[config.mk]
export PLATFORM = sky130hd
export DESIGN_NAME = multi_color_chase_with_trails_unit
export DESIGN_NICKNAME = d
export VERILOG_FILES = /design/src/hw/rtl/mcct_pkg.sv /design/src/hw/rtl/mcct_div.sv /design/src/hw/rtl/mcct_seq.sv /design/src/hw/rtl/multi_color_chase_with_trails_unit.sv
export SDC_FILE = /design/constraint.sdc
export NUM_CORES = 1
export LEC_CHECK = 0
export BUFFER_PORTS_ARGS = -buffer_cell sky130_fd_sc_hd__buf_2
export CAP_MARGIN = 5
export CORE_MARGIN = 2
export CORE_UTILIZATION = 50
export CTS_CLUSTER_SIZE = 12
export DETAILED_ROUTE_END_ITERATION = 12
export GPL_TIMING_DRIVEN = 0
export PLACE_DENSITY = 0.65
export SLEW_MARGIN = 25
export SYNTH_ARGS = -nofsm -noshare
export SYNTH_HDL_FRONTEND = slang
export SYNTH_HIERARCHICAL = 1
export SYNTH_SLANG_ARGS = --single-unit
[constraint.sdc]
create_clock -name clk -period 6 [get_ports clk]
set_input_delay 0 -clock clk [delete_from_list [all_inputs] [get_ports clk]]
set_output_delay 0 -clock clk [all_outputs]
set_load 0.005 [all_outputs]
[src/hw/rtl/mcct_pkg.sv]
// Shared types, constants and register indexes for the multi-color chase unit.
// No dependencies; every other file of the block imports this package.
package mcct_pkg;

	localparam int MAX_LEDS = 64;

	localparam int COLOR_W = 24;
	localparam int TRAIL_W = 5;
	localparam int GAP_W   = 6;
	localparam int SPEED_W = 10;
	localparam int LED_W   = 7;
	localparam int CYC_W   = 8;
	localparam int POS_W   = 9;
	localparam int ACC_W   = 11;
	localparam int IDX_W   = 6;
	localparam int CH_W    = 8;
	localparam int SP_W    = 7;
	localparam int DIST_W  = 11;

	localparam int NUM_W   = 13;
	localparam int DEN_W   = 6;
	localparam int QUOT_W  = 8;
	localparam int DCNT_W  = 4;

	localparam int CFG_IDX_W  = 3;
	localparam int CFG_DATA_W = 24;

	localparam logic [CFG_IDX_W-1:0] CFG_COLOR_FIRST  = 3'd0;
	localparam logic [CFG_IDX_W-1:0] CFG_COLOR_SECOND = 3'd1;
	localparam logic [CFG_IDX_W-1:0] CFG_COLOR_THIRD  = 3'd2;
	localparam logic [CFG_IDX_W-1:0] CFG_TRAIL_LENGTH = 3'd3;
	localparam logic [CFG_IDX_W-1:0] CFG_COLOR_GAP    = 3'd4;
	localparam logic [CFG_IDX_W-1:0] CFG_SPEED        = 3'd5;
	localparam logic [CFG_IDX_W-1:0] CFG_LED_COUNT    = 3'd6;
	localparam logic [CFG_IDX_W-1:0] CFG_TARGET       = 3'd7;

	localparam logic [COLOR_W-1:0] RST_COLOR_FIRST  = 24'hFF0000;
	localparam logic [COLOR_W-1:0] RST_COLOR_SECOND = 24'h00FF00;
	localparam logic [COLOR_W-1:0] RST_COLOR_THIRD  = 24'h0000FF;
	localparam logic [TRAIL_W-1:0] RST_TRAIL        = 5'd5;
	localparam logic [GAP_W-1:0]   RST_GAP          = 6'd0;
	localparam logic [SPEED_W-1:0] RST_SPEED        = 10'd100;
	localparam logic [LED_W-1:0]   RST_LED_COUNT    = 7'd64;
	localparam logic [CYC_W-1:0]   RST_TARGET       = 8'd1;

	localparam logic [ACC_W-1:0] STEP_UNIT = 11'd100;
	localparam logic [CYC_W-1:0] CYC_MAX   = 8'd255;
	localparam logic [DCNT_W-1:0] DIV_STEPS = 4'd8;

	typedef struct packed {
		logic [COLOR_W-1:0] color_first;
		logic [COLOR_W-1:0] color_second;
		logic [COLOR_W-1:0] color_third;
		logic [TRAIL_W-1:0] trail_length;
		logic [GAP_W-1:0]   color_gap;
		logic [SPEED_W-1:0] speed_hundredths;
		logic [LED_W-1:0]   led_count;
		logic [CYC_W-1:0]   target_cycles;
	} cfg_t;

	typedef struct packed {
		logic              start;
		logic [NUM_W-1:0]  num;
		logic [DEN_W-1:0]  den;
	} div_req_t;

	typedef struct packed {
		logic              done;
		logic [QUOT_W-1:0] quot;
	} div_rsp_t;

	typedef enum logic [2:0] {
		ST_IDLE,
		ST_ADV,
		ST_WRAP,
		ST_SEL,
		ST_DIV,
		ST_SCALE,
		ST_EMIT
	} state_t;

endpackage

[src/hw/rtl/mcct_div.sv]
// Iterative restoring divider for the trail brightness, one quotient bit per cycle.
// Depends on mcct_pkg; the quotient is known to fit in eight bits.
module mcct_div import mcct_pkg::*; (
	input  logic     clk,
	input  logic     arst_n,
	input  div_req_t req,
	output div_rsp_t rsp
);

	logic [DEN_W:0]    rem_q;
	logic [CH_W-1:0]   lo_q;
	logic [QUOT_W-1:0] quot_q;
	logic [DCNT_W-1:0] cnt_q;
	logic              busy_q;
	logic              done_q;
	logic [DEN_W:0]    trial;
	logic [DEN_W:0]    diff;
	logic              fits;

	assign trial = {rem_q[DEN_W-1:0], lo_q[CH_W-1]};
	assign fits  = trial >= {1'b0, req.den};
	assign diff  = trial - {1'b0, req.den};

	always_ff @(posedge clk or negedge arst_n) begin
		if (!arst_n) begin
			busy_q <= 1'b0;
			done_q <= 1'b0;
			cnt_q  <= '0;
		end else begin
			done_q <= 1'b0;
			if (req.start) begin
				busy_q <= 1'b1;
				cnt_q  <= DIV_STEPS;
			end else if (busy_q) begin
				cnt_q <= cnt_q - 1'b1;
				if (cnt_q == 4'd1) begin
					busy_q <= 1'b0;
					done_q <= 1'b1;
				end
			end
		end
	end

	always_ff @(posedge clk) begin
		if (req.start) begin
			rem_q  <= {2'b00, req.num[NUM_W-1:CH_W]};
			lo_q   <= req.num[CH_W-1:0];
			quot_q <= '0;
		end else if (busy_q) begin
			rem_q  <= fits ? diff : trial;
			lo_q   <= {lo_q[CH_W-2:0], 1'b0};
			quot_q <= {quot_q[QUOT_W-2:0], fits};
		end
	end

	assign rsp.done = done_q;
	assign rsp.quot = quot_q;

endmodule

[src/hw/rtl/mcct_seq.sv]
// Frame sequencer: position advance, per-pixel head select, scaling and output beat.
// Depends on mcct_pkg; drives the shared divider through div_req_t / div_rsp_t.
module mcct_seq import mcct_pkg::*; (
	input  logic              clk,
	input  logic              arst_n,
	input  cfg_t              cfg,
	input  logic              in_valid,
	output logic              in_ready,
	input  logic              restart,
	output logic              out_valid,
	input  logic              out_ready,
	output logic [IDX_W-1:0]  pixel_index,
	output logic [CH_W-1:0]   red,
	output logic [CH_W-1:0]   green,
	output logic [CH_W-1:0]   blue,
	output logic              last_pixel,
	output logic              running,
	output div_req_t          div_req,
	input  div_rsp_t          div_rsp
);

	state_t state_q, state_d;

	logic [POS_W-1:0]   pos_q;
	logic [ACC_W-1:0]   acc_q;
	logic [CYC_W-1:0]   cyc_q;
	logic [POS_W-1:0]   draw_pos_q;
	logic [LED_W-1:0]   pix_q;
	logic               run_q;
	logic [COLOR_W-1:0] col_q;
	logic [COLOR_W-1:0] rgb_q;

	logic [LED_W-1:0]   n0;
	logic [LED_W-1:0]   n_eff;
	logic [SP_W-1:0]    sp;
	logic [SP_W:0]      sp2;
	logic [POS_W-1:0]   total;
	logic [SPEED_W-1:0] speed_eff;
	logic               last_w;
	logic [CYC_W-1:0]   cyc_next;

	logic [COLOR_W-1:0] colors [3];
	logic [SP_W:0]      offs [3];
	logic signed [DIST_W-1:0] delta;
	logic               hit_full;
	logic               hit_trail;
	logic [COLOR_W-1:0] hit_col;
	logic [TRAIL_W-1:0] hit_m;
	logic [CH_W-1:0]    scaled [3];
	logic [2*CH_W-1:0]  prod [3];
	logic [CH_W-1:0]    chan [3];

	assign n0        = (cfg.led_count == '0) ? 7'd1 : cfg.led_count;
	assign n_eff     = (32'(n0) > MAX_LEDS) ? LED_W'(MAX_LEDS) : n0;
	assign sp        = SP_W'(cfg.trail_length) + SP_W'(cfg.color_gap);
	assign sp2       = {sp, 1'b0};
	assign total     = POS_W'(n_eff) + POS_W'(sp2) + POS_W'(cfg.trail_length);
	assign speed_eff = (cfg.speed_hundredths == '0) ? 10'd1 : cfg.speed_hundredths;
	assign last_w    = (pix_q == n_eff - 1'b1);
	assign cyc_next  = (pos_q >= total && cyc_q != CYC_MAX) ? cyc_q + 1'b1 : cyc_q;

	assign colors[0] = cfg.color_first;
	assign colors[1] = cfg.color_second;
	assign colors[2] = cfg.color_third;
	assign offs[0]   = '0;
	assign offs[1]   = {1'b0, sp};
	assign offs[2]   = sp2;

	always_comb begin
		hit_full  = 1'b0;
		hit_trail = 1'b0;
		hit_col   = '0;
		hit_m     = '0;
		delta     = '0;
		for (int k = 0; k < 3; k++) begin
			delta = $signed({2'b00, draw_pos_q}) - $signed({4'b0000, pix_q})
				- $signed({3'b000, offs[k]});
			if (delta == '0) begin
				hit_full  = 1'b1;
				hit_trail = 1'b0;
				hit_col   = colors[k];
			end else if (delta >= 11'sd1 && delta <= $signed({6'b0, cfg.trail_length})) begin
				hit_full  = 1'b0;
				hit_trail = 1'b1;
				hit_col   = colors[k];
				hit_m     = cfg.trail_length - delta[TRAIL_W-1:0] + 1'b1;
			end
		end
	end

	assign chan[0] = col_q[23:16];
	assign chan[1] = col_q[15:8];
	assign chan[2] = col_q[7:0];

	always_comb begin
		for (int c = 0; c < 3; c++) begin
			prod[c]   = chan[c] * div_rsp.quot;
			scaled[c] = prod[c][2*CH_W-1:CH_W]
				+ CH_W'(chan[c] != '0 && div_rsp.quot != '0);
		end
	end

	always_comb begin
		state_d = state_q;
		unique case (state_q)
			ST_IDLE:  if (in_valid) state_d = ST_ADV;
			ST_ADV:   if (acc_q < STEP_UNIT) state_d = ST_WRAP;
			ST_WRAP:  state_d = ST_SEL;
			ST_SEL:   state_d = hit_trail ? ST_DIV : ST_EMIT;
			ST_DIV:   if (div_rsp.done) state_d = ST_SCALE;
			ST_SCALE: state_d = ST_EMIT;
			ST_EMIT:  if (out_ready) state_d = last_w ? ST_IDLE : ST_SEL;
		endcase
	end

	always_comb begin
		in_ready      = (state_q == ST_IDLE);
		out_valid     = (state_q == ST_EMIT);
		div_req.start = (state_q == ST_SEL) && hit_trail;
		div_req.num   = {hit_m, 8'd0} - NUM_W'(hit_m);
		div_req.den   = DEN_W'(cfg.trail_length) + 1'b1;
	end

	always_ff @(posedge clk or negedge arst_n) begin
		if (!arst_n) begin
			state_q <= ST_IDLE;
			pos_q   <= '0;
			acc_q   <= '0;
			cyc_q   <= '0;
			run_q   <= 1'b0;
			pix_q   <= '0;
		end else begin
			state_q <= state_d;
			unique case (state_q)
				ST_IDLE: begin
					if (in_valid) begin
						if (restart) begin
							pos_q <= '0;
							cyc_q <= '0;
							acc_q <= ACC_W'(speed_eff);
						end else begin
							acc_q <= acc_q + ACC_W'(speed_eff);
						end
					end
				end
				ST_ADV: begin
					if (acc_q >= STEP_UNIT) begin
						acc_q <= acc_q - STEP_UNIT;
						pos_q <= pos_q + 1'b1;
					end
				end
				ST_WRAP: begin
					if (pos_q >= total) begin
						pos_q <= '0;
						acc_q <= '0;
					end
					cyc_q <= cyc_next;
					run_q <= cyc_next < cfg.target_cycles;
					pix_q <= '0;
				end
				ST_EMIT: begin
					if (out_ready && !last_w) pix_q <= pix_q + 1'b1;
				end
				ST_SEL, ST_DIV, ST_SCALE: begin
				end
			endcase
		end
	end

	always_ff @(posedge clk) begin
		if (state_q == ST_IDLE && in_valid) draw_pos_q <= restart ? '0 : pos_q;
		if (state_q == ST_SEL) begin
			col_q <= hit_col;
			rgb_q <= (hit_full) ? hit_col : '0;
		end
		if (state_q == ST_SCALE) rgb_q <= {scaled[0], scaled[1], scaled[2]};
	end

	assign pixel_index = pix_q[IDX_W-1:0];
	assign red         = rgb_q[23:16];
	assign green       = rgb_q[15:8];
	assign blue        = rgb_q[7:0];
	assign last_pixel  = last_w;
	assign running     = run_q;

endmodule

[src/hw/rtl/multi_color_chase_with_trails_unit.sv]
// Multi-color chase with fading trails: each input beat is a frame tick and yields one
// output beat per LED, index 0 to led_count-1 (held to 1..64), last_pixel on the last.
// Configuration: cfg_we / cfg_index / cfg_wdata write one register per cycle; write
// only while the block is idle (in_ready high and no pixel pending).
// Three heads at position, position-S and position-2S (S = trail + gap) are drawn,
// later colors winning; trail pixels are scaled through one shared 8-step divider.
// After the input beat the position advances by one per whole step held in the
// accumulator (up to 11 steps), then the wrap state follows. Each pixel then passes
// select and emit when black or a head, and select, divider, scale and emit on a
// trail pixel.
// in_ready is high only between frames; a stalled receiver holds the current pixel
// and the sequencer until out_ready returns.
// Reset restores every configuration register to its default and clears position, step
// accumulator and completed-pass count; running reads 0 until the first frame.
// Depends on mcct_pkg, mcct_seq and mcct_div.
module multi_color_chase_with_trails_unit import mcct_pkg::*; (
	input  logic                  clk,
	input  logic                  arst_n,
	input  logic                  cfg_we,
	input  logic [CFG_IDX_W-1:0]  cfg_index,
	input  logic [CFG_DATA_W-1:0] cfg_wdata,
	input  logic                  in_valid,
	output logic                  in_ready,
	input  logic                  restart,
	output logic                  out_valid,
	input  logic                  out_ready,
	output logic [IDX_W-1:0]      pixel_index,
	output logic [CH_W-1:0]       red,
	output logic [CH_W-1:0]       green,
	output logic [CH_W-1:0]       blue,
	output logic                  last_pixel,
	output logic                  running
);

	cfg_t     cfg_q;
	div_req_t div_req;
	div_rsp_t div_rsp;

	always_ff @(posedge clk or negedge arst_n) begin
		if (!arst_n) begin
			cfg_q.color_first      <= RST_COLOR_FIRST;
			cfg_q.color_second     <= RST_COLOR_SECOND;
			cfg_q.color_third      <= RST_COLOR_THIRD;
			cfg_q.trail_length     <= RST_TRAIL;
			cfg_q.color_gap        <= RST_GAP;
			cfg_q.speed_hundredths <= RST_SPEED;
			cfg_q.led_count        <= RST_LED_COUNT;
			cfg_q.target_cycles    <= RST_TARGET;
		end else if (cfg_we) begin
			unique case (cfg_index)
				CFG_COLOR_FIRST:  cfg_q.color_first      <= cfg_wdata;
				CFG_COLOR_SECOND: cfg_q.color_second     <= cfg_wdata;
				CFG_COLOR_THIRD:  cfg_q.color_third      <= cfg_wdata;
				CFG_TRAIL_LENGTH: cfg_q.trail_length     <= cfg_wdata[TRAIL_W-1:0];
				CFG_COLOR_GAP:    cfg_q.color_gap        <= cfg_wdata[GAP_W-1:0];
				CFG_SPEED:        cfg_q.speed_hundredths <= cfg_wdata[SPEED_W-1:0];
				CFG_LED_COUNT:    cfg_q.led_count        <= cfg_wdata[LED_W-1:0];
				CFG_TARGET:       cfg_q.target_cycles    <= cfg_wdata[CYC_W-1:0];
			endcase
		end
	end

	mcct_seq u_seq (
		.clk         (clk),
		.arst_n      (arst_n),
		.cfg         (cfg_q),
		.in_valid    (in_valid),
		.in_ready    (in_ready),
		.restart     (restart),
		.out_valid   (out_valid),
		.out_ready   (out_ready),
		.pixel_index (pixel_index),
		.red         (red),
		.green       (green),
		.blue        (blue),
		.last_pixel  (last_pixel),
		.running     (running),
		.div_req     (div_req),
		.div_rsp     (div_rsp)
	);

	mcct_div u_div (
		.clk    (clk),
		.arst_n (arst_n),
		.req    (div_req),
		.rsp    (div_rsp)
	);

endmodule

==> flow_summary.yaml <==
yosys:
  synth_edf_count: 70
  synth_top_cells_by_count: "inv_1, ha_1, nand2_1, dfrtp_1"
  yosysTopAreaCell: "dfrtp_1"
  ys_async_sr_fraction_pct: 65.9
  ys.flop_type: "dfrtp_1"
  yosysTopAreaCellShare_pct: 14.7
  synth_area_sq_um: 20700
  synth-seq-cells: 232
  syn_area_per_cell_sq_um: 10.0
  seq_area_frac_synth_pct: 29.7
  syn_inst: 2073
  yosysWarnings: 6
  yosysMostFrequentCell: "inv_1"
  synth.distinct_cells: 101
  synthTopCellsByArea: "dfrtp_1, ha_1, fa_1, edfxtp_1, mux2_2"
  synth_nets: 2444
floorplanning:
  coreArea_sq_um: 40800
  io-pin-count: 67
  die-area_sq_um: 43100
  die_h_um: 208
  die_width_um: 208
  start_util_pct: 50.8
  row_count: 74
cells_and_area:
  n_fill_cell: 3501
  areaGrowthSynthToFinish_pct: 13.2
  drive_above_1_share_pct: 19.7
  nets: 2580
  final_core_util_pct: 57.5
  fin_area_sq_um: 23500
worst_setup_path:
  endpoint_kind: "register"
  cp_slowest_cell: "fa_1"
  slowest_delay_ns: 0.55
  crit_type: "reg -> reg"
  crit_path_cell_trace: "and2_1 -> fa_1 -> fa_1 -> inv_1 -> fa_1 -> fa_1 -> inv_1 -> ha_1 -> o21a_1 -> o21ai_1 -> a22oi_2 -> xor2_1 -> ha_1 -> ha_1 -> nor3b_1 -> nor2b_1 -> maj3_1 -> a21oi_1 -> xor2_1 -> o22ai_1"
  cpMostUsedCell: "fa_1"
  critPathRequiredTime_ns: 6.26
  path_max_fanout: 9
  cp-start-kind: "register"
  cp_data_arrival_time_ns: 6.06
placed_design:
  place_congestion: 0.893
  dp_hpwl_mm: 38.5
  dpl_cell_area_sq_um: 21800
  port_buffers: 62
route:
  wirelength_mm: 50.4
  drt_iter0_markers: 1025
  routedWlPerCell_um: 18.2
  drc: 0
  num_vias: 15600
  viasPerCell: 5.66
  ant_nets: 0
  drt-pass1-iter-count: 7
outcome:
  status: "finished, final reports clean"
flow_run:
  maxCapViolations: 0
clock_tree:
  cts.htree.levels: 1
  clock_tree.root_cell: "clkbuf_16"
  cts_made_buffers: 27
  path_clk_slew_ns: 0.06
  cts_tree: "built"
  clock_latency_ns: 0.54
  cts_sinks: 232
  clockBufferDepth: 3
timing:
  hold_violations: 0
  worst_pin_slew_ns: 0.838
  fin_skew_ns: 0.0101
  slew_headroom_pct: 43.6
  period_needed_ns: 5.80
  drv_slew: 0
  setup_violations: 0
  period_share_pct: 96.7
  max_freq_ghz: 0.172
grt:
  grt-ovfl-total: 0
  grt_antenna_before_repair: 0
  grt_pass1_vias: 16100
  gr-usage-all-layers_pct: 23.4
  grt_max_degree: 86
  grt_first_pass_wirelength_mm: 83.2
worst_hold_path:
  holdCritPathClass: "in -> reg"
-- final timing paths --
check,depth (start not counted),from,slack [ns],to
setup / recovery,20,u_seq/chan[10]$_DFFE_PP_,0.20,u_seq/rgb_q[12]$_DFFE_PP_
hold / removal,3,cfg_index[1],0.05,cfg_q[92]$_DFFE_PN0P_
setup reg to reg,20,u_seq/chan[10]$_DFFE_PP_,0.20,u_seq/rgb_q[12]$_DFFE_PP_
hold reg to reg,1,u_seq/acc_q[10]$_DFFE_PN0P_,0.47,u_seq/acc_q[10]$_DFFE_PN0P_
max in group asynchronous,3,arst_n,5.18,u_div/cnt_q[0]$_DFFE_PN0P_
min in group asynchronous,3,arst_n,0.08,cfg_q[98]$_DFFE_PN0P_
-- sequential cells by signal, summed over array words and instances (netlist names), 6 cells and up --
name and flops:
u_div/quot_q 8, u_seq/draw_pos_q 9, u_seq/chan 24, u_seq/rgb_q 24, u_seq/cyc_q 8, u_div/rem_q 6, u_seq/acc_q 11, cfg_q 108
u_seq/pix_q 7, u_seq/pos_q 9, u_div/lo_q 8
-- area by class of cell --
class                   instances  area (sq um)  area share (%)
diodes                          1          2.50          0.0107
plain buffers                  84           517            2.20
clock buffers                  42           820            3.49
clock inverters                 8          83.8           0.357
inverters                     260           976            4.16
multi-input cells            1486         13300            56.9
flip-flops and latches        232          6170            26.3
well taps                     532           666            2.84
repair buffers                118           881            3.75
-- layer usage --
layer,GRT usage [%],vias up,routed length (um)
met3,1.94,75,2190
met5,0,-,0
met4,5.67,0,1160
li1,-,7420,-
met2,40.2,357,24300
met1,32.4,7773,22700
-- kinds of logic after synthesis --
group / share of synthesized area [%]
xor gates and xnor gates: 5.05
buffers and inverters: 7.07
AOI/OAI and AO/OA: 12.0
adders and majority gates: 24.9
DFF: 29.7
muxes: 7.50
and+or+nand+nor: 13.9
-- worst max-delay path: cells and delay by family, from the launching register on --
family | cells | cell delay [ns]
adder cells (fa/ha/maj) | 8 | 3.06
buffers and inverters | 2 | 0.09
flip-flops | 1 | 0.54
AND/OR/NAND/NOR | 3 | 0.57
XOR/XNOR | 2 | 0.43
AO/OA/AOI/OAI | 5 | 0.83
-- cell usage in the layout, fill, tap and decap left out, types with 30 or more instances in the layout --
master / instances
ha_1: 213
dfrtp_1: 119
nor2_1: 86
inv_1: 258
mux2_2: 120
nand2_1: 159
buf_2: 79
and2_1: 99
buf_4: 38
a21oi_1: 66
xor2_1: 42
xnor2_1: 69
dfstp_2: 31
clkbuf_1: 32
a222oi_1: 30
o21ai_0: 53
edfxtp_1: 70
fa_1: 117
-- through the flow --
step           hold slack (ns)  setup slack [ns]  TNS, ns  cells
6_report                0.0462             0.196        0   2763
5_1_grt                 0.0610          -0.00919  -0.0165   2762
4_1_cts                 0.0308           -0.0388  -0.0388   2750
3_5_place_dp            -0.185            -0.569    -4.74   2672
3_3_place_gp             0.252            -0.401    -2.79   2667
2_1_floorplan           -0.296             0.582        0   2073
-- repair_timing --
item                       CTS  global route
gates resized for setup     39            70
pin swaps                    1             4
hold endpoints to repair   238             0
gates cloned                 0             0
setup buffers                1            23
hold buffers                27             0
setup endpoints to repair   22            32
Power is not shown: default switching activity piles up to over one toggle a cycle in this logic, so the estimate is an artifact.
